===== config.mk =====
export PLATFORM = sky130hd
export DESIGN_NAME = svm_ctrl
export DESIGN_NICKNAME = d
export VERILOG_FILES = /design/src/rtl/svm_pkg.sv /design/src/rtl/svm_ctrl.sv
export SDC_FILE = /design/constraint.sdc
export NUM_CORES = 1
export LEC_CHECK = 0
export BUFFER_PORTS_ARGS = -buffer_cell sky130_fd_sc_hd__buf_2
export CAP_MARGIN = 25
export CORE_AREA = 2 2 39 41
export CTS_BUF_LIST = sky130_fd_sc_hd__clkbuf_4 sky130_fd_sc_hd__clkbuf_8
export CTS_CLUSTER_SIZE = 16
export DETAILED_ROUTE_END_ITERATION = 6
export DIE_AREA = 0 0 41 43
export HOLD_SLACK_MARGIN = 0.1
export PLACE_DENSITY = 0.65
export SLEW_MARGIN = 30
export SYNTH_ARGS = -nofsm -noshare
export SYNTH_HDL_FRONTEND = slang
export SYNTH_SLANG_ARGS = --single-unit

===== constraint.sdc =====
create_clock -name clk -period 2.7 [get_ports clk]
set_input_delay 0.27 -clock clk [delete_from_list [all_inputs] [get_ports clk]]
set_output_delay 0.27 -clock clk [all_outputs]
set_load 0.05 [all_outputs]

===== src/rtl/svm_pkg.sv =====
// Shared types, opcodes, error codes and defaults for the stack machine step block.
package svm_pkg;

    localparam int STACK_DEPTH_DEF   = 1024;
    localparam int PROGRAM_LINES_DEF = 512;

    localparam int OP_W       = 5;
    localparam int WORD_W     = 32;
    localparam int COUNT_W    = 11;
    localparam int LINE_OUT_W = 9;
    localparam int ERR_W      = 3;
    localparam int IN_DATA_W  = 80;
    localparam int OUT_DATA_W = 48;
    localparam int DIV_STEPS  = 32;

    localparam logic [ERR_W-1:0] ERR_NONE      = 3'd0;
    localparam logic [ERR_W-1:0] ERR_OVERFLOW  = 3'd1;
    localparam logic [ERR_W-1:0] ERR_UNDERFLOW = 3'd2;
    localparam logic [ERR_W-1:0] ERR_DIV_ZERO  = 3'd3;
    localparam logic [ERR_W-1:0] ERR_BAD_ADDR  = 3'd4;

    typedef enum logic [OP_W-1:0] {
        OP_START  = 5'd0,
        OP_ALLOC  = 5'd1,
        OP_DALLOC = 5'd2,
        OP_HLT    = 5'd3,
        OP_LDC    = 5'd4,
        OP_LDV    = 5'd5,
        OP_ADD    = 5'd6,
        OP_SUB    = 5'd7,
        OP_MULT   = 5'd8,
        OP_DIVI   = 5'd9,
        OP_INV    = 5'd10,
        OP_AND    = 5'd11,
        OP_OR     = 5'd12,
        OP_NEG    = 5'd13,
        OP_CME    = 5'd14,
        OP_CMA    = 5'd15,
        OP_CEQ    = 5'd16,
        OP_CDIF   = 5'd17,
        OP_CMEQ   = 5'd18,
        OP_CMAQ   = 5'd19,
        OP_JMP    = 5'd20,
        OP_JMPF   = 5'd21,
        OP_NULL   = 5'd22,
        OP_STR    = 5'd23,
        OP_RD     = 5'd24,
        OP_PRN    = 5'd25,
        OP_CALL   = 5'd26,
        OP_RETURN = 5'd27
    } svm_op_t;

    typedef enum logic [3:0] {
        S_CLEAR,
        S_IDLE,
        S_READ,
        S_READ2,
        S_EXEC,
        S_DIV,
        S_DIVWB,
        S_CPRD,
        S_CPWR,
        S_CPFIN
    } svm_state_t;

    typedef struct packed {
        logic in_ready;
        logic latch;
        logic clr_step;
        logic rd_top;
        logic rd_second;
        logic cap_y;
        logic commit;
        logic div_start;
        logic copy_init;
        logic copy_rd;
        logic copy_wr;
        logic line_adv;
        logic load_out;
    } svm_cmd_t;

    typedef struct packed {
        logic clr_done;
        logic finish_now;
        logic is_div;
        logic copy_last;
        logic div_done;
        logic out_busy;
    } svm_stat_t;

endpackage


===== src/rtl/svm_ctrl.sv =====
// Sequencing state machine for one instruction step.
module svm_ctrl
    import svm_pkg::*;
(
    input  logic      clk,
    input  logic      rst_n,
    input  logic      s_tvalid,
    input  svm_stat_t st,
    output svm_cmd_t  cmd
);

    svm_state_t state_reg;
    svm_state_t state_next;

    always_ff @(posedge clk or negedge rst_n)
    begin
        if (!rst_n)
        begin
            state_reg <= S_CLEAR;
        end
        else
        begin
            state_reg <= state_next;
        end
    end

    always_comb
    begin
        state_next = state_reg;
        case (state_reg)
            S_CLEAR:
            begin
                if (st.clr_done)
                begin
                    state_next = S_IDLE;
                end
            end
            S_IDLE:
            begin
                if (s_tvalid)
                begin
                    state_next = S_READ;
                end
            end
            S_READ:  state_next = S_READ2;
            S_READ2: state_next = S_EXEC;
            S_EXEC:
            begin
                if (!st.out_busy)
                begin
                    if (st.finish_now)
                    begin
                        state_next = S_IDLE;
                    end
                    else if (st.is_div)
                    begin
                        state_next = S_DIV;
                    end
                    else
                    begin
                        state_next = S_CPRD;
                    end
                end
            end
            S_DIV:
            begin
                if (st.div_done)
                begin
                    state_next = S_DIVWB;
                end
            end
            S_DIVWB:
            begin
                if (!st.out_busy)
                begin
                    state_next = S_IDLE;
                end
            end
            S_CPRD: state_next = S_CPWR;
            S_CPWR: state_next = st.copy_last ? S_CPFIN : S_CPRD;
            S_CPFIN:
            begin
                if (!st.out_busy)
                begin
                    state_next = S_IDLE;
                end
            end
            default: state_next = S_CLEAR;
        endcase
    end

    always_comb
    begin
        cmd = '0;
        case (state_reg)
            S_CLEAR: cmd.clr_step = 1'b1;
            S_IDLE:
            begin
                cmd.in_ready = 1'b1;
                cmd.latch    = s_tvalid;
            end
            S_READ: cmd.rd_top = 1'b1;
            S_READ2:
            begin
                cmd.cap_y     = 1'b1;
                cmd.rd_second = 1'b1;
            end
            S_EXEC:
            begin
                if (!st.out_busy)
                begin
                    if (st.finish_now)
                    begin
                        cmd.commit   = 1'b1;
                        cmd.load_out = 1'b1;
                    end
                    else if (st.is_div)
                    begin
                        cmd.div_start = 1'b1;
                    end
                    else
                    begin
                        cmd.copy_init = 1'b1;
                    end
                end
            end
            S_DIVWB:
            begin
                if (!st.out_busy)
                begin
                    cmd.commit   = 1'b1;
                    cmd.load_out = 1'b1;
                end
            end
            S_CPRD: cmd.copy_rd = 1'b1;
            S_CPWR: cmd.copy_wr = 1'b1;
            S_CPFIN:
            begin
                if (!st.out_busy)
                begin
                    cmd.line_adv = 1'b1;
                    cmd.load_out = 1'b1;
                end
            end
            default: cmd = '0;
        endcase
    end

endmodule


==> flow_summary.html, run 1 <==
<table>
<tr><th>Metric</th><th>Value</th></tr>
<tr><th colspan="2">Critical path</th></tr>
<tr><td>Largest stage delay on the critical path</td><td>0.50 ns</td></tr>
<tr><td>Required time reported for the critical path endpoint</td><td>2.43 ns</td></tr>
<tr><td>Stages on worst setup path</td><td>4</td></tr>
<tr><td>Cells along the critical path</td><td>or2_1 -&gt; or3_1 -&gt; nor3_1 -&gt; buf_2</td></tr>
<tr><td>Cell type group with the largest total delay on the critical path</td><td>simple AND/OR/NAND/NOR gates</td></tr>
<tr><td>R2R Path End</td><td>state_reg[2]$_DFFE_PN0P_</td></tr>
<tr><td>Worst R2R Start</td><td>state_reg[2]$_DFFE_PN0P_</td></tr>
<tr><td>Bufs and invs on worst path</td><td>1</td></tr>
<tr><td>Slack of the worst reg-to-reg path</td><td>0.73 ns</td></tr>
<tr><td>Launching element of the worst setup path</td><td>state_reg[1]$_DFFE_PN0P_</td></tr>
<tr><td>Critical path fanouts, max</td><td>13</td></tr>
<tr><td>Slowest library cell on the worst path</td><td>sky130_fd_sc_hd__dfrtp_1</td></tr>
<tr><td>Type of element launching the critical path</td><td>flop</td></tr>
<tr><td>Depth of the most critical reg-to-reg path</td><td>4</td></tr>
<tr><td>Capturing element type of the critical path</td><td>output port</td></tr>
<tr><td>Data arrival time of the worst path</td><td>roughly 1.8 ns</td></tr>
<tr><td>Crit path to</td><td>cmd[5]</td></tr>
<tr><td>Crit Path Category</td><td>reg -&gt; out</td></tr>
<tr><th colspan="2">Job</th></tr>
<tr><td># Max-Cap Violations</td><td>0</td></tr>
<tr><th colspan="2">Floorplan</th></tr>
<tr><td>Core ar.</td><td>roughly 1400 um2</td></tr>
<tr><td>Initial Util</td><td>0.318</td></tr>
<tr><td>Die W</td><td>~40 um</td></tr>
<tr><td>Number of top-level pins</td><td>22</td></tr>
<tr><td>Rows</td><td>14</td></tr>
<tr><td>Chip height</td><td>around 43 um</td></tr>
<tr><td>Die Outline Area</td><td>between 1500 and 2000 um2</td></tr>
<tr><th colspan="2">Detailed routing</th></tr>
<tr><td>Post-route DRC violation count</td><td>0</td></tr>
<tr><td>Sum of met3 wire segment lengths after detailed routing</td><td>46 um</td></tr>
<tr><td>Met1 wire length</td><td>472 um</td></tr>
<tr><td>Routed length per instance</td><td>roughly 11 um</td></tr>
<tr><td>Wire length on met2</td><td>approximately 470 um</td></tr>
<tr><td>Final wirelength</td><td>slightly below 1000 um</td></tr>
<tr><td>Via count</td><td>468</td></tr>
<tr><td>Count of antenna-violating nets left after detailed routing</td><td>0</td></tr>
<tr><td>Drt first-iter violations</td><td>5</td></tr>
<tr><td>Highest Signal Layer</td><td>met3</td></tr>
<tr><td>Vias per cell</td><td>~5.3</td></tr>
<tr><td>Length of the first detailed-routing pass in iterations</td><td>3</td></tr>
<tr><th colspan="2">Timing</th></tr>
<tr><td>Setup violation total in the final timing report</td><td>0</td></tr>
<tr><td>Worst clock skew</td><td>roughly 0.002 ns</td></tr>
<tr><td>Final hold violation count</td><td>0</td></tr>
<tr><td>Headroom to the max-slew limit</td><td>0.712</td></tr>
<tr><td>Actual slew at the worst max-slew pin</td><td>0.433 ns</td></tr>
<tr><td>Hold WS</td><td>~0.33 ns</td></tr>
<tr><td>Count of final max-slew check failures</td><td>0</td></tr>
<tr><td>Max frequency</td><td>486 MHz</td></tr>
<tr><td>Fin worst setup slack</td><td>~0.64 ns</td></tr>
<tr><td>Final worst-path cycle share</td><td>0.762</td></tr>
<tr><td>Total negative setup slack</td><td>0 ns</td></tr>
<tr><td>Unrepaired setup endpoints after global routing</td><td>no</td></tr>
<tr><td>Period minus WS final</td><td>2.06 ns</td></tr>
<tr><th colspan="2">Logic synthesis</th></tr>
<tr><td>Mean cell area of the mapped netlist</td><td>about 8.3 um2</td></tr>
<tr><td>Warnings from Yosys</td><td>0</td></tr>
<tr><td>Top FF cell, synth</td><td>sky130_fd_sc_hd__dfrtp_1</td></tr>
<tr><td>Post-synthesis instance area</td><td>between 400 and 500 um2</td></tr>
<tr><td>Post-synth cell types</td><td>33</td></tr>
<tr><td>Flop and latch count out of synthesis</td><td>4</td></tr>
<tr><td>Number of synthesized flops with an enable pin</td><td>0</td></tr>
<tr><td>Fraction of synthesis flops using an asynchronous set or reset pin</td><td>1.00</td></tr>
<tr><td>List of most frequent post-synthesis cells</td><td>sky130_fd_sc_hd__nor3_1 (5), sky130_fd_sc_hd__dfrtp_1 (4), sky130_fd_sc_hd__nor2b_1 (3), sky130_fd_sc_hd__or4_1 (3)</td></tr>
<tr><td>Share of Yosys cell area claimed by the top area cell type</td><td>0.227</td></tr>
<tr><td>Leading post-synthesis cells by cell area</td><td>sky130_fd_sc_hd__dfrtp_1 (23%), sky130_fd_sc_hd__nor3_1 (5.7%), sky130_fd_sc_hd__or4_1 (5.1%)</td></tr>
<tr><td>Largest area contributor in the netlist</td><td>sky130_fd_sc_hd__dfrtp_1</td></tr>
<tr><td>Dominant cell by count in the synthesized netlist</td><td>sky130_fd_sc_hd__nor3_1</td></tr>
<tr><td>Fraction of the yosys area taken by sequential cells</td><td>0.227</td></tr>
<tr><td>Mapped Cells</td><td>53</td></tr>
<tr><td>Net count after synthesis</td><td>between 60 and 70</td></tr>
<tr><th colspan="2">Layout</th></tr>
<tr><td>Final instance area</td><td>~570 um2</td></tr>
<tr><td>Number of flip-flops under the largest register name</td><td>4</td></tr>
<tr><td>Fillcell total</td><td>152</td></tr>
<tr><td>Sequential cell area</td><td>between 100 and 150 um2</td></tr>
<tr><td>Layout overhead on the synthesized area</td><td>29.8%</td></tr>
<tr><td>Antenna Diode Count</td><td>0</td></tr>
<tr><td>Share of cells above drive strength 1</td><td>0.425</td></tr>
<tr><td>Multi-input gate area in the final layout</td><td>between 300 and 400 um2</td></tr>
<tr><td>Number of nets in the layout</td><td>84</td></tr>
<tr><th colspan="2">Clocking</th></tr>
<tr><td>Clk Latency, worst-skew pair</td><td>roughly 0.23 ns</td></tr>
<tr><td>Number of setup buffers added after CTS</td><td>0</td></tr>
<tr><td>CTS HTree Levels</td><td>1</td></tr>
<tr><td>Clock buffer count from CTS</td><td>3</td></tr>
<tr><td>TritonCTS Sinks</td><td>4</td></tr>
<tr><td>TritonCTS clock tree</td><td>done</td></tr>
<tr><td>Resized cells post-CTS</td><td>0</td></tr>
<tr><td>Number of buffers between clock root and the deepest sink</td><td>2</td></tr>
<tr><td>Clock root buffer master</td><td>sky130_fd_sc_hd__clkbuf_4</td></tr>
<tr><td>Clock transition time at the flip-flop clock pins of the worst setup and hold paths</td><td>0.04 ns</td></tr>
<tr><td>Hold buffers post-CTS</td><td>1</td></tr>
<tr><th colspan="2">Pwr</th></tr>
<tr><td>Areal power density over the cells</td><td>1350 nW/um2</td></tr>
<tr><td>Cell-internal power</td><td>between 300 and 400 uW</td></tr>
<tr><td>Reported net switching power</td><td>450 uW</td></tr>
<tr><td>Clock network fraction of design power</td><td>0.094</td></tr>
<tr><td>Combinational cell fraction of total power</td><td>0.674</td></tr>
<tr><td>Leakage power summed over all cells</td><td>approximately 0.00027 uW</td></tr>
<tr><td>Register share of total power</td><td>0.232</td></tr>
<tr><td>VDD IR-drop max</td><td>between 400 and 500 uV</td></tr>
<tr><td>Switching portion of total power</td><td>0.585</td></tr>
<tr><th colspan="2">Global route</th></tr>
<tr><td>Initial antenna violation count</td><td>0</td></tr>
<tr><td>First-pass GRT wire length</td><td>approximately 1600 um</td></tr>
<tr><td>Total Routing Usage GR</td><td>0.131</td></tr>
<tr><td>Pin count of the biggest net entering global routing</td><td>17</td></tr>
<tr><td>Overflow after GRT</td><td>0</td></tr>
<tr><td>Number of global-route vias before repair</td><td>384</td></tr>
<tr><th colspan="2">Placed design</th></tr>
<tr><td>Placed wire-length estimate</td><td>764 um</td></tr>
<tr><td>Setup WS pre-CTS</td><td>0.741 ns</td></tr>
<tr><td>GP Congestion</td><td>0.784</td></tr>
<tr><td>Port-buffer cells</td><td>21</td></tr>
<tr><td>Post-Place Cell Area</td><td>539 um2</td></tr>
<tr><th colspan="2">Worst hold path</th></tr>
<tr><td>Path type of the worst min-delay path</td><td>in -&gt; reg</td></tr>
<tr><th colspan="2">Outcome</th></tr>
<tr><td>Result of the run</td><td>completed</td></tr>
</table>
[power groups by stage]
stage | clock (uW) | sequential [uW] | combinational (uW)
6_report | 72.6 | 178 | 519
5_1_grt | 83.9 | 192 | 560
3_3_place_gp | 0 | 178 | 519
2_1_floorplan | 0 | 111 | 514
4_1_cts | 76.3 | 177 | 524
3_5_place_dp | 0 | 178 | 522
[area by class of cell]
type,count,area share
clock buffers,3,0.0394
multi-input cells,41,0.530
flip-flops and latches,4,0.175
well taps,16,0.0350
inverters,3,0.0197
repair buffers,22,0.201
[worst reg2reg max path, delay by kind of cell (launching register included)]
kind               cells  cell delay, ns
AOI/OAI and AO/OA      1            0.30
and+or+nand+nor        1            0.22
muxes                  2            0.74
DFF                    1            0.60
[routing by layer]
| metal | global-route usage | up-vias |
|---|---|---|
| met2 | 0.166 | 10 |
| met1 | 0.193 | 214 |
| met5 | 0 | - |
| met3 | 0.0471 | 0 |
| li1 | - | 244 |
| met4 | 0.0600 | 0 |
[stage by stage]
step / cells / total power (uW) / utilization
global placement: 85 / 696 / 0.390
finish: 89 / 770 / 0.413
CTS: 89 / 778 / 0.413
detailed placement: 85 / 700 / 0.390
global route: 89 / 835 / 0.413
floorplan: 53 / 625 / -
[kinds of logic (layout without fill, tap and decap cells)]
group | count (synthesis) | in the layout | share of synthesized area
compound gates | 10 | 10 | 0.205
buf+inv | 8 | 28 | 0.0994
flops | 4 | 4 | 0.227
mux | 2 | 2 | 0.0511
simple gates | 29 | 29 | 0.418
[cell usage in the layout, fill, tap and decap left out, types with 2 or more instances in the layout]
| cell | n |
|---|---|
| sky130_fd_sc_hd__nor2b_1 | 3 |
| sky130_fd_sc_hd__or3_1 | 2 |
| sky130_fd_sc_hd__nor3_1 | 5 |
| sky130_fd_sc_hd__or4_1 | 3 |
| sky130_fd_sc_hd__dfrtp_1 | 4 |
| sky130_fd_sc_hd__or2_1 | 2 |
| sky130_fd_sc_hd__clkbuf_4 | 3 |
| sky130_fd_sc_hd__o21ai_0 | 2 |
| sky130_fd_sc_hd__nand2b_1 | 2 |
| sky130_fd_sc_hd__nor4b_1 | 2 |
| sky130_fd_sc_hd__nor2_1 | 2 |
| sky130_fd_sc_hd__nand2_1 | 2 |
| sky130_fd_sc_hd__buf_2 | 21 |
| sky130_fd_sc_hd__inv_1 | 2 |
[how the worst min path moves through the flow]
stage / start / end / cells after the start
6_report: st[2] / state_reg[3]$_DFFE_PN0P_ / 2
5_1_grt: st[2] / state_reg[3]$_DFFE_PN0P_ / 2
4_1_cts: st[2] / state_reg[3]$_DFFE_PN0P_ / 2
3_5_place_dp: rst_n / state_reg[1]$_DFFE_PN0P_ / 1
3_3_place_gp: rst_n / state_reg[3]$_DFFE_PN0P_ / 1
2_1_floorplan: rst_n / state_reg[0]$_DFFE_PN0P_ / 0
Power figures use the tool's default switching activity.
==> run 2, diff against run 1 <==
--- a/config.mk
+++ b/config.mk
@@ -5,6 +5,7 @@
 export SDC_FILE = /design/constraint.sdc
 export NUM_CORES = 1
 export LEC_CHECK = 0
+export ABC_AREA = 1
 export BUFFER_PORTS_ARGS = -buffer_cell sky130_fd_sc_hd__buf_2
 export CAP_MARGIN = 25
 export CORE_AREA = 2 2 39 41
@@ -13,7 +14,7 @@
 export DETAILED_ROUTE_END_ITERATION = 6
 export DIE_AREA = 0 0 41 43
 export HOLD_SLACK_MARGIN = 0.1
-export PLACE_DENSITY = 0.65
+export PLACE_DENSITY = 0.67
 export SLEW_MARGIN = 30
 export SYNTH_ARGS = -nofsm -noshare
 export SYNTH_HDL_FRONTEND = slang
==> constraint.sdc (replaced) <==
create_clock -name clk -period 2 [get_ports clk]
set_input_delay 0.2 -clock clk [delete_from_list [all_inputs] [get_ports clk]]
set_output_delay 0.2 -clock clk [all_outputs]
set_load 0.05 [all_outputs]
==> flow_summary.html, run 2 <==
<table>
<tr><th>Metric</th><th>Value</th></tr>
<tr><th colspan="2">Global route</th></tr>
<tr><td>Number of global-route vias before repair</td><td>426 (+11%)</td></tr>
<tr><td>Overflow after GRT</td><td>0 (unchanged)</td></tr>
<tr><td>Total Routing Usage GR</td><td>0.131 (unchanged)</td></tr>
<tr><td>Initial antenna violation count</td><td>0 (unchanged)</td></tr>
<tr><td>Pin count of the biggest net entering global routing</td><td>8 (-9)</td></tr>
<tr><td>First-pass GRT wire length</td><td>1590 um (-0.38%)</td></tr>
<tr><th colspan="2">Detailed routing</th></tr>
<tr><td>Length of the first detailed-routing pass in iterations</td><td>4 (+1)</td></tr>
<tr><td>Drt first-iter violations</td><td>9 (+4)</td></tr>
<tr><td>Post-route DRC violation count</td><td>0 (unchanged)</td></tr>
<tr><td>Final wirelength</td><td>1120 um (+13%)</td></tr>
<tr><td>Via count</td><td>558 (+19%)</td></tr>
<tr><td>Vias per cell</td><td>4.54 (-14%)</td></tr>
<tr><td>Count of antenna-violating nets left after detailed routing</td><td>0 (unchanged)</td></tr>
<tr><td>Routed length per instance</td><td>9.08 um (-18%)</td></tr>
<tr><th colspan="2">Pwr</th></tr>
<tr><td>Clock network fraction of design power</td><td>0.093 (about the same)</td></tr>
<tr><td>Switching portion of total power</td><td>0.628 (+0.0429)</td></tr>
<tr><td>Reported net switching power</td><td>641 uW (+42%)</td></tr>
<tr><td>VDD IR-drop max</td><td>798 uV (+67%)</td></tr>
<tr><td>Leakage power summed over all cells</td><td>0.000404 uW (+48%)</td></tr>
<tr><td>Register share of total power</td><td>0.171 (-0.061)</td></tr>
<tr><td>Combinational cell fraction of total power</td><td>0.735 (+0.061)</td></tr>
<tr><td>Cell-internal power</td><td>380 uW (+19%)</td></tr>
<tr><td>Areal power density over the cells</td><td>1660 nW/um2 (+23%)</td></tr>
<tr><th colspan="2">Timing</th></tr>
<tr><td>Period minus WS final</td><td>1.76 ns</td></tr>
<tr><td>Hold WS</td><td>0.303 ns (-0.0268 ns)</td></tr>
<tr><td>Max frequency</td><td>570 MHz</td></tr>
<tr><td>Headroom to the max-slew limit</td><td>0.820 (+0.109)</td></tr>
<tr><td>Unrepaired setup endpoints after global routing</td><td>no</td></tr>
<tr><td>Total negative setup slack</td><td>0 ns (unchanged)</td></tr>
<tr><td>Final hold violation count</td><td>0 (unchanged)</td></tr>
<tr><td>Actual slew at the worst max-slew pin</td><td>0.270 ns (-0.163 ns)</td></tr>
<tr><td>Worst clock skew</td><td>0.000171 ns (-0.00188 ns)</td></tr>
<tr><td>Setup violation total in the final timing report</td><td>0 (unchanged)</td></tr>
<tr><td>Final worst-path cycle share</td><td>0.878</td></tr>
<tr><td>Count of final max-slew check failures</td><td>0 (unchanged)</td></tr>
<tr><th colspan="2">Logic synthesis</th></tr>
<tr><td>Mean cell area of the mapped netlist</td><td>5.56 um2 (-33%)</td></tr>
<tr><td>Warnings from Yosys</td><td>0 (unchanged)</td></tr>
<tr><td>Net count after synthesis</td><td>92 (+48%)</td></tr>
<tr><td>Number of synthesized flops with an enable pin</td><td>0 (unchanged)</td></tr>
<tr><td>List of most frequent post-synthesis cells</td><td>sky130_fd_sc_hd__nand2_1 (26), sky130_fd_sc_hd__nor2_1 (12), sky130_fd_sc_hd__inv_1 (9)</td></tr>
<tr><td>Area share of xor/xnor cells in the synthesized design</td><td>0 (unchanged)</td></tr>
<tr><td>Largest area contributor in the netlist</td><td>sky130_fd_sc_hd__dfrtp_1</td></tr>
<tr><td>Leading post-synthesis cells by cell area</td><td>sky130_fd_sc_hd__dfrtp_1 (22%), sky130_fd_sc_hd__nand2_1 (21%), sky130_fd_sc_hd__nor2_1 (9.8%)</td></tr>
<tr><td>Fraction of the yosys area taken by sequential cells</td><td>0.217 (-0.0105)</td></tr>
<tr><td>Top FF cell, synth</td><td>sky130_fd_sc_hd__dfrtp_1</td></tr>
<tr><td>Post-synthesis mux area share</td><td>0 (-0.0511)</td></tr>
<tr><td>Flop and latch count out of synthesis</td><td>4 (unchanged)</td></tr>
<tr><td>Post-synth cell types</td><td>16 (-52%)</td></tr>
<tr><td>Share of Yosys cell area claimed by the top area cell type</td><td>0.217 (-0.0105)</td></tr>
<tr><td>Complex-gate fraction of the synthesized area</td><td>0.0325 (-0.172)</td></tr>
<tr><td>Largest family of logic cells by synthesized area</td><td>simple AND/OR/NAND/NOR gates</td></tr>
<tr><td>Fraction of synthesis flops using an asynchronous set or reset pin</td><td>1.00 (unchanged)</td></tr>
<tr><td>Simple-gate share of the synthesized area</td><td>0.612 (+0.195)</td></tr>
<tr><td>Post-synthesis instance area</td><td>462 um2 (+4.8%)</td></tr>
<tr><td>Dominant cell by count in the synthesized netlist</td><td>sky130_fd_sc_hd__nand2_1</td></tr>
<tr><td>Mapped Cells</td><td>83 (+57%)</td></tr>
<tr><td>Adder and majority cell fraction of the synthesized area</td><td>0 (unchanged)</td></tr>
<tr><th colspan="2">Clocking</th></tr>
<tr><td>TritonCTS Sinks</td><td>4 (unchanged)</td></tr>
<tr><td>TritonCTS clock tree</td><td>done</td></tr>
<tr><td>Number of setup buffers added after CTS</td><td>0 (unchanged)</td></tr>
<tr><td>CTS HTree Levels</td><td>1 (unchanged)</td></tr>
<tr><td>Clk Latency, worst-skew pair</td><td>0.23 ns (about the same)</td></tr>
<tr><td>Clock buffer count from CTS</td><td>3 (unchanged)</td></tr>
<tr><td>Number of buffers between clock root and the deepest sink</td><td>2 (unchanged)</td></tr>
<tr><td>Resized cells post-CTS</td><td>0 (unchanged)</td></tr>
<tr><td>Clock root buffer master</td><td>sky130_fd_sc_hd__clkbuf_4</td></tr>
<tr><td>Clock transition time at the flip-flop clock pins of the worst setup and hold paths</td><td>0.03 ns (about the same)</td></tr>
<tr><th colspan="2">Floorplan</th></tr>
<tr><td>Core ar.</td><td>1380 um2 (unchanged)</td></tr>
<tr><td>Initial Util</td><td>0.334 (+0.0154)</td></tr>
<tr><td>Die W</td><td>41 um (unchanged)</td></tr>
<tr><td>Number of top-level pins</td><td>22 (unchanged)</td></tr>
<tr><td>Die Outline Area</td><td>1760 um2 (unchanged)</td></tr>
<tr><td>Rows</td><td>14 (unchanged)</td></tr>
<tr><td>Chip height</td><td>43 um (unchanged)</td></tr>
<tr><th colspan="2">Critical path</th></tr>
<tr><td>Slowest library cell on the worst path</td><td>sky130_fd_sc_hd__dfrtp_1</td></tr>
<tr><td>Largest stage delay on the critical path</td><td>0.46 ns (-0.04 ns)</td></tr>
<tr><td>Data arrival time of the worst path</td><td>1.56 ns (-0.23 ns)</td></tr>
<tr><td>Capturing element type of the critical path</td><td>output port</td></tr>
<tr><td>Cells along the critical path</td><td>nor2_2 -&gt; nand2_2 -&gt; nor2_2 -&gt; nand2_1 -&gt; nor2_1 -&gt; buf_2</td></tr>
<tr><td>Critical path fanouts, max</td><td>7 (-6)</td></tr>
<tr><td>Required time reported for the critical path endpoint</td><td>1.80 ns (-0.63 ns)</td></tr>
<tr><td>Crit-path most repeated cell</td><td>sky130_fd_sc_hd__nor2_2</td></tr>
<tr><td>Bufs and invs on worst path</td><td>1 (unchanged)</td></tr>
<tr><td>Type of element launching the critical path</td><td>flop</td></tr>
<tr><td>Cell type group with the largest total delay on the critical path</td><td>simple AND/OR/NAND/NOR gates</td></tr>
<tr><td>Crit Path Category</td><td>reg -&gt; out</td></tr>
<tr><th colspan="2">Worst hold path</th></tr>
<tr><td>Path type of the worst min-delay path</td><td>in -&gt; async</td></tr>
<tr><th colspan="2">Placed design</th></tr>
<tr><td>Port-buffer cells</td><td>21 (unchanged)</td></tr>
<tr><td>Placed wire-length estimate</td><td>923 um (+21%)</td></tr>
<tr><td>Post-Place Cell Area</td><td>582 um2 (+7.9%)</td></tr>
<tr><td>GP Congestion</td><td>0.899 (+15%)</td></tr>
<tr><th colspan="2">Layout</th></tr>
<tr><td>Sequential cell area</td><td>100 um2 (unchanged)</td></tr>
<tr><td>Fillcell total</td><td>149 (-2.0%)</td></tr>
<tr><td>Multi-input gate area in the final layout</td><td>300 um2 (-0.83%)</td></tr>
<tr><td>Number of nets in the layout</td><td>118 (+40%)</td></tr>
<tr><td>Leading cell type in the layout, fill and taps excluded</td><td>sky130_fd_sc_hd__nand2_1</td></tr>
<tr><td>Final instance area</td><td>614 um2 (+7.4%)</td></tr>
<tr><td>Highest-count cells in the layout ignoring fill and taps</td><td>sky130_fd_sc_hd__nand2_1 (26), sky130_fd_sc_hd__buf_2 (21), sky130_fd_sc_hd__nor2_1 (11), sky130_fd_sc_hd__inv_1 (9), sky130_fd_sc_hd__nor2_2 (8)</td></tr>
<tr><td>Number of flip-flops under the largest register name</td><td>4 (unchanged)</td></tr>
<tr><td>Share of cells above drive strength 1</td><td>0.402 (-0.0228)</td></tr>
<tr><td>Antenna Diode Count</td><td>0 (unchanged)</td></tr>
<tr><td>Layout overhead on the synthesized area</td><td>33.1%</td></tr>
<tr><th colspan="2">Outcome</th></tr>
<tr><td>Result of the run</td><td>completed</td></tr>
<tr><th colspan="2">Job</th></tr>
<tr><td># Max-Cap Violations</td><td>0 (unchanged)</td></tr>
</table>
==> run 2: cell types whose count changed in the layout (fill, tap and decap cells not counted), sizes merged, moves of 3 or more <==
cell   previous run  this run
or4               4         0
inv               3        15
nor2              2        20
nand3             0         8
nor3              5         0
nor2b             3         0
nand2             2        28
==> run 2: cells by family (layout without fill, tap and decap cells) <==
family,count (synthesis),count (layout)
simple gates,60,60
buf+inv,16,40
flops,4,4
compound gates,3,3
==> run 2: final timing paths <==
check                      depth (start not counted)  slack (ns)                      from                  endpoint
max reg2reg                                        7        0.75  state_reg[1]$_DFFE_PN0P_  state_reg[0]$_DFFE_PN0P_
min reg2reg                                        2        0.56  state_reg[3]$_DFFE_PN0P_  state_reg[3]$_DFFE_PN0P_
max                                                6        0.24  state_reg[1]$_DFFE_PN0P_                    cmd[5]
min                                                2        0.30                     rst_n  state_reg[1]$_DFFE_PN0P_
min in group clk                                   5        0.35                     st[2]  state_reg[3]$_DFFE_PN0P_
max in group asynchronous                          2        1.58                     rst_n  state_reg[3]$_DFFE_PN0P_
==> run 2: layer usage <==
metal,up-vias,wire length (um),GRT usage
met5,-,0,0
met4,0,0,0.0933
met3,0,57,0
met2,16,556,0.197
met1,243,503,0.173
li1,299,-,-
==> run 2: layout make-up <==
cell class                 count  share of cell area
sequential                     4               0.163
clock buffer                   3              0.0367
tap                           16              0.0326
multi-input combinational     63               0.489
inverter                      15              0.0916
timing repair buffer          22               0.187
==> run 2: power by group through the flow <==
stage	clock, uW	sequential [uW]	combinational (uW)
2_1_floorplan	0	165	616
3_3_place_gp	0	171	752
3_5_place_dp	0	173	749
4_1_cts	102	173	753
5_1_grt	104	181	819
6_report	95.4	175	751
==> run 2: per-stage QoR <==
step,worst slack (ns),instances,utilization,power (uW)
final,0.244,123,0.444,1020
after global routing,0.0789,123,0.444,1100
after CTS,0.237,123,0.444,1030
after detailed placement,0.493,119,0.420,923
after global placement,0.536,119,0.420,922
after floorplan,0.00352,83,-,781
==> run 2: worst reg2reg max path, cell delays in order, from the launching register on <==
cell                       delay [ns]
sky130_fd_sc_hd__dfrtp_1         0.46
sky130_fd_sc_hd__nor2_2          0.25
sky130_fd_sc_hd__nand3b_1        0.12
sky130_fd_sc_hd__nand2_1         0.09
sky130_fd_sc_hd__inv_2           0.04
sky130_fd_sc_hd__nand3_2         0.09
sky130_fd_sc_hd__nand2_1         0.06
sky130_fd_sc_hd__nand2_1         0.07
==> run 2: what timing repair did <==
action / 4_1_cts / 5_1_grt
endpoints found under the hold margin: 4 / 0
setup endpoints to repair: 0 / 0
hold buffers: 1 / 0
==> run 3, diff against run 2 <==
--- a/config.mk
+++ b/config.mk
@@ -6,15 +6,17 @@
 export NUM_CORES = 1
 export LEC_CHECK = 0
 export ABC_AREA = 1
-export BUFFER_PORTS_ARGS = -buffer_cell sky130_fd_sc_hd__buf_2
+export BUFFER_PORTS_ARGS = -buffer_cell sky130_fd_sc_hd__buf_4
 export CAP_MARGIN = 25
-export CORE_AREA = 2 2 39 41
+export CELL_PAD_IN_SITES_DETAIL_PLACEMENT = 0
+export CELL_PAD_IN_SITES_GLOBAL_PLACEMENT = 2
+export CORE_AREA = 2 2 45 58
 export CTS_BUF_LIST = sky130_fd_sc_hd__clkbuf_4 sky130_fd_sc_hd__clkbuf_8
 export CTS_CLUSTER_SIZE = 16
 export DETAILED_ROUTE_END_ITERATION = 6
-export DIE_AREA = 0 0 41 43
+export DIE_AREA = 0 0 47 60
 export HOLD_SLACK_MARGIN = 0.1
-export PLACE_DENSITY = 0.67
+export PLACE_DENSITY = 0.79
 export SLEW_MARGIN = 30
 export SYNTH_ARGS = -nofsm -noshare
 export SYNTH_HDL_FRONTEND = slang
==> flow_summary.html, run 3 (same netlist as run 2, synthesis figures left out) <==
<table>
<tr><th>Metric</th><th>Value</th></tr>
<tr><th colspan="2">Outcome</th></tr>
<tr><td>Result of the run</td><td>completed</td></tr>
<tr><th colspan="2">Timing</th></tr>
<tr><td>Unrepaired setup endpoints after global routing</td><td>no</td></tr>
<tr><td>Count of final max-slew check failures</td><td>0 (unchanged)</td></tr>
<tr><td>Final worst-path cycle share</td><td>0.862 (-0.0161)</td></tr>
<tr><td>Setup violation total in the final timing report</td><td>0 (unchanged)</td></tr>
<tr><td>Period minus WS final</td><td>1.72 ns (-0.0322 ns)</td></tr>
<tr><td>Max frequency</td><td>580 MHz (+1.9%)</td></tr>
<tr><td>Worst clock skew</td><td>0.000653 ns (+0.000482 ns)</td></tr>
<tr><td>Headroom to the max-slew limit</td><td>0.821 (about the same)</td></tr>
<tr><td>Total negative setup slack</td><td>0 ns (unchanged)</td></tr>
<tr><td>Actual slew at the worst max-slew pin</td><td>0.268 ns (-0.00147 ns)</td></tr>
<tr><td>Final hold violation count</td><td>0 (unchanged)</td></tr>
<tr><th colspan="2">Floorplan</th></tr>
<tr><td>Die W</td><td>47 um (+15%)</td></tr>
<tr><td>Die Outline Area</td><td>2820 um2 (+60%)</td></tr>
<tr><td>Initial Util</td><td>0.201 (-0.133)</td></tr>
<tr><td>Number of top-level pins</td><td>22 (unchanged)</td></tr>
<tr><td>Rows</td><td>20 (+6)</td></tr>
<tr><td>Core ar.</td><td>2300 um2 (+66%)</td></tr>
<tr><td>Chip height</td><td>60 um (+40%)</td></tr>
<tr><th colspan="2">Critical path</th></tr>
<tr><td>Crit Path Category</td><td>reg -&gt; out</td></tr>
<tr><td>Capturing element type of the critical path</td><td>output port</td></tr>
<tr><td>Data arrival time of the worst path</td><td>1.52 ns (-0.04 ns)</td></tr>
<tr><td>Required time reported for the critical path endpoint</td><td>1.80 ns (about the same)</td></tr>
<tr><td>Critical path fanouts, max</td><td>7 (unchanged)</td></tr>
<tr><td>Type of element launching the critical path</td><td>flop</td></tr>
<tr><th colspan="2">Clocking</th></tr>
<tr><td>Clk Latency, worst-skew pair</td><td>0.23 ns (about the same)</td></tr>
<tr><td>TritonCTS Sinks</td><td>4 (unchanged)</td></tr>
<tr><td>Number of buffers between clock root and the deepest sink</td><td>2 (unchanged)</td></tr>
<tr><td>Clock transition time at the flip-flop clock pins of the worst setup and hold paths</td><td>0.03 ns (about the same)</td></tr>
<tr><td>TritonCTS clock tree</td><td>done</td></tr>
<tr><td>Clock buffer count from CTS</td><td>3 (unchanged)</td></tr>
<tr><td>Clock root buffer master</td><td>sky130_fd_sc_hd__clkbuf_4</td></tr>
<tr><td>Resized cells post-CTS</td><td>0 (unchanged)</td></tr>
<tr><td>CTS HTree Levels</td><td>1 (unchanged)</td></tr>
<tr><td>Number of setup buffers added after CTS</td><td>0 (unchanged)</td></tr>
<tr><th colspan="2">Pwr</th></tr>
<tr><td>VDD IR-drop max</td><td>521 uV (-35%)</td></tr>
<tr><td>Areal power density over the cells</td><td>1560 nW/um2 (-6.2%)</td></tr>
<tr><td>Leakage power summed over all cells</td><td>0.000411 uW (+1.8%)</td></tr>
<tr><th colspan="2">Detailed routing</th></tr>
<tr><td>Count of antenna-violating nets left after detailed routing</td><td>0 (unchanged)</td></tr>
<tr><td>Post-route DRC violation count</td><td>0 (unchanged)</td></tr>
<tr><td>Final wirelength</td><td>1280 um (+15%)</td></tr>
<tr><td>Drt first-iter violations</td><td>8 (-1)</td></tr>
<tr><td>Routed length per instance</td><td>9.16 um (+0.84%)</td></tr>
<tr><td>Via count</td><td>558 (unchanged)</td></tr>
<tr><td>Length of the first detailed-routing pass in iterations</td><td>2 (-2)</td></tr>
<tr><td>Vias per cell</td><td>3.99 (-12%)</td></tr>
<tr><th colspan="2">Layout</th></tr>
<tr><td>Number of flip-flops under the largest register name</td><td>4 (unchanged)</td></tr>
<tr><td>Leading cell type in the layout, fill and taps excluded</td><td>sky130_fd_sc_hd__nand2_1</td></tr>
<tr><td>Layout overhead on the synthesized area</td><td>49.1%</td></tr>
<tr><td>Final core area utilization</td><td>0.299 (-0.145)</td></tr>
<tr><td>Highest-count cells in the layout ignoring fill and taps</td><td>sky130_fd_sc_hd__nand2_1 (26), sky130_fd_sc_hd__buf_4 (21), sky130_fd_sc_hd__nor2_1 (11), sky130_fd_sc_hd__inv_1 (9), sky130_fd_sc_hd__nor2_2 (8)</td></tr>
<tr><td>Share of cells above drive strength 1</td><td>0.402 (unchanged)</td></tr>
<tr><td>Number of nets in the layout</td><td>118 (unchanged)</td></tr>
<tr><td>Antenna Diode Count</td><td>0 (unchanged)</td></tr>
<tr><th colspan="2">Worst hold path</th></tr>
<tr><td>Path type of the worst min-delay path</td><td>in -&gt; async</td></tr>
<tr><th colspan="2">Global route</th></tr>
<tr><td>Overflow after GRT</td><td>0 (unchanged)</td></tr>
<tr><td>Initial antenna violation count</td><td>0 (unchanged)</td></tr>
<tr><td>Total Routing Usage GR</td><td>0.104 (-0.0268)</td></tr>
<tr><td>Number of global-route vias before repair</td><td>545 (+28%)</td></tr>
<tr><td>First-pass GRT wire length</td><td>2130 um (+34%)</td></tr>
<tr><td>Pin count of the biggest net entering global routing</td><td>8 (unchanged)</td></tr>
<tr><th colspan="2">Placed design</th></tr>
<tr><td>Port-buffer cells</td><td>21 (unchanged)</td></tr>
<tr><td>Placed wire-length estimate</td><td>1140 um (+23%)</td></tr>
<tr><td>GP Congestion</td><td>0.731 (-19%)</td></tr>
<tr><th colspan="2">Job</th></tr>
<tr><td># Max-Cap Violations</td><td>0 (unchanged)</td></tr>
</table>
-- run 3: stage by stage --
stage	instance area [um2]	cells	power, uW	setup WS, ns	hold WS [ns]
after floorplan	464	83	781	0.00352	-0.0956
after global placement	656	136	1010	0.553	-0.00175
after detailed placement	656	136	988	0.509	-0.00325
after CTS	688	140	1090	0.256	0.289
after global routing	688	140	1190	0.0687	0.294
final	688	140	1070	0.276	0.298
-- run 3: path summary, 6_finish.rpt --
| kind | startpoint | to | slack, ns | cells after the start |
|---|---|---|---|---|
| worst max-delay path | state_reg[1]$_DFFE_PN0P_ | cmd[5] | 0.28 | 6 |
| worst max register to register | state_reg[1]$_DFFE_PN0P_ | state_reg[2]$_DFFE_PN0P_ | 0.71 | 6 |
| worst min register to register | state_reg[3]$_DFFE_PN0P_ | state_reg[3]$_DFFE_PN0P_ | 0.55 | 2 |
| worst min-delay path | rst_n | state_reg[0]$_DFFE_PN0P_ | 0.30 | 2 |
| max in group asynchronous | rst_n | state_reg[3]$_DFFE_PN0P_ | 1.60 | 2 |
| min in group clk | st[2] | state_reg[3]$_DFFE_PN0P_ | 0.38 | 5 |
-- run 3: cell type report --
cell class	count	area (um2)
clock buffer	3	22.5
fill	288	1610
inverter	15	56.3
multi-input combinational	63	300
sequential	4	100
tap	33	41.3
timing repair buffer	22	168
-- run 3: critical path, cell delays in order, from the launching register on --
cell and delay, ns:
sky130_fd_sc_hd__dfrtp_1 0.46, sky130_fd_sc_hd__nor2_2 0.27, sky130_fd_sc_hd__nand2_2 0.12, sky130_fd_sc_hd__nor2_2 0.11, sky130_fd_sc_hd__nand2_1 0.06, sky130_fd_sc_hd__nor2_1 0.08, sky130_fd_sc_hd__buf_4 0.20
-- run 3: repair_timing --
action | CTS | global route
endpoints found under the hold margin | 4 | 0
hold buffers | 1 | 0
endpoints found under the setup margin | 0 | 0
-- run 3: routing by layer --
layer	wire, um	up-vias	part of all wire	track usage
li1	-	298	-	-
met3	48	0	0.037	0.00906
met5	0	-	0	0
met4	0	0	0	0.0595
met1	513	250	0.40	0.106
met2	719	10	0.56	0.196
-- run 3: power breakdown --
part	internal, uW	leakage, uW	switching (uW)
sequential	117	0.0000515	55.5
clock	66.8	0.0000138	28.4
combinational	239	0.000346	566
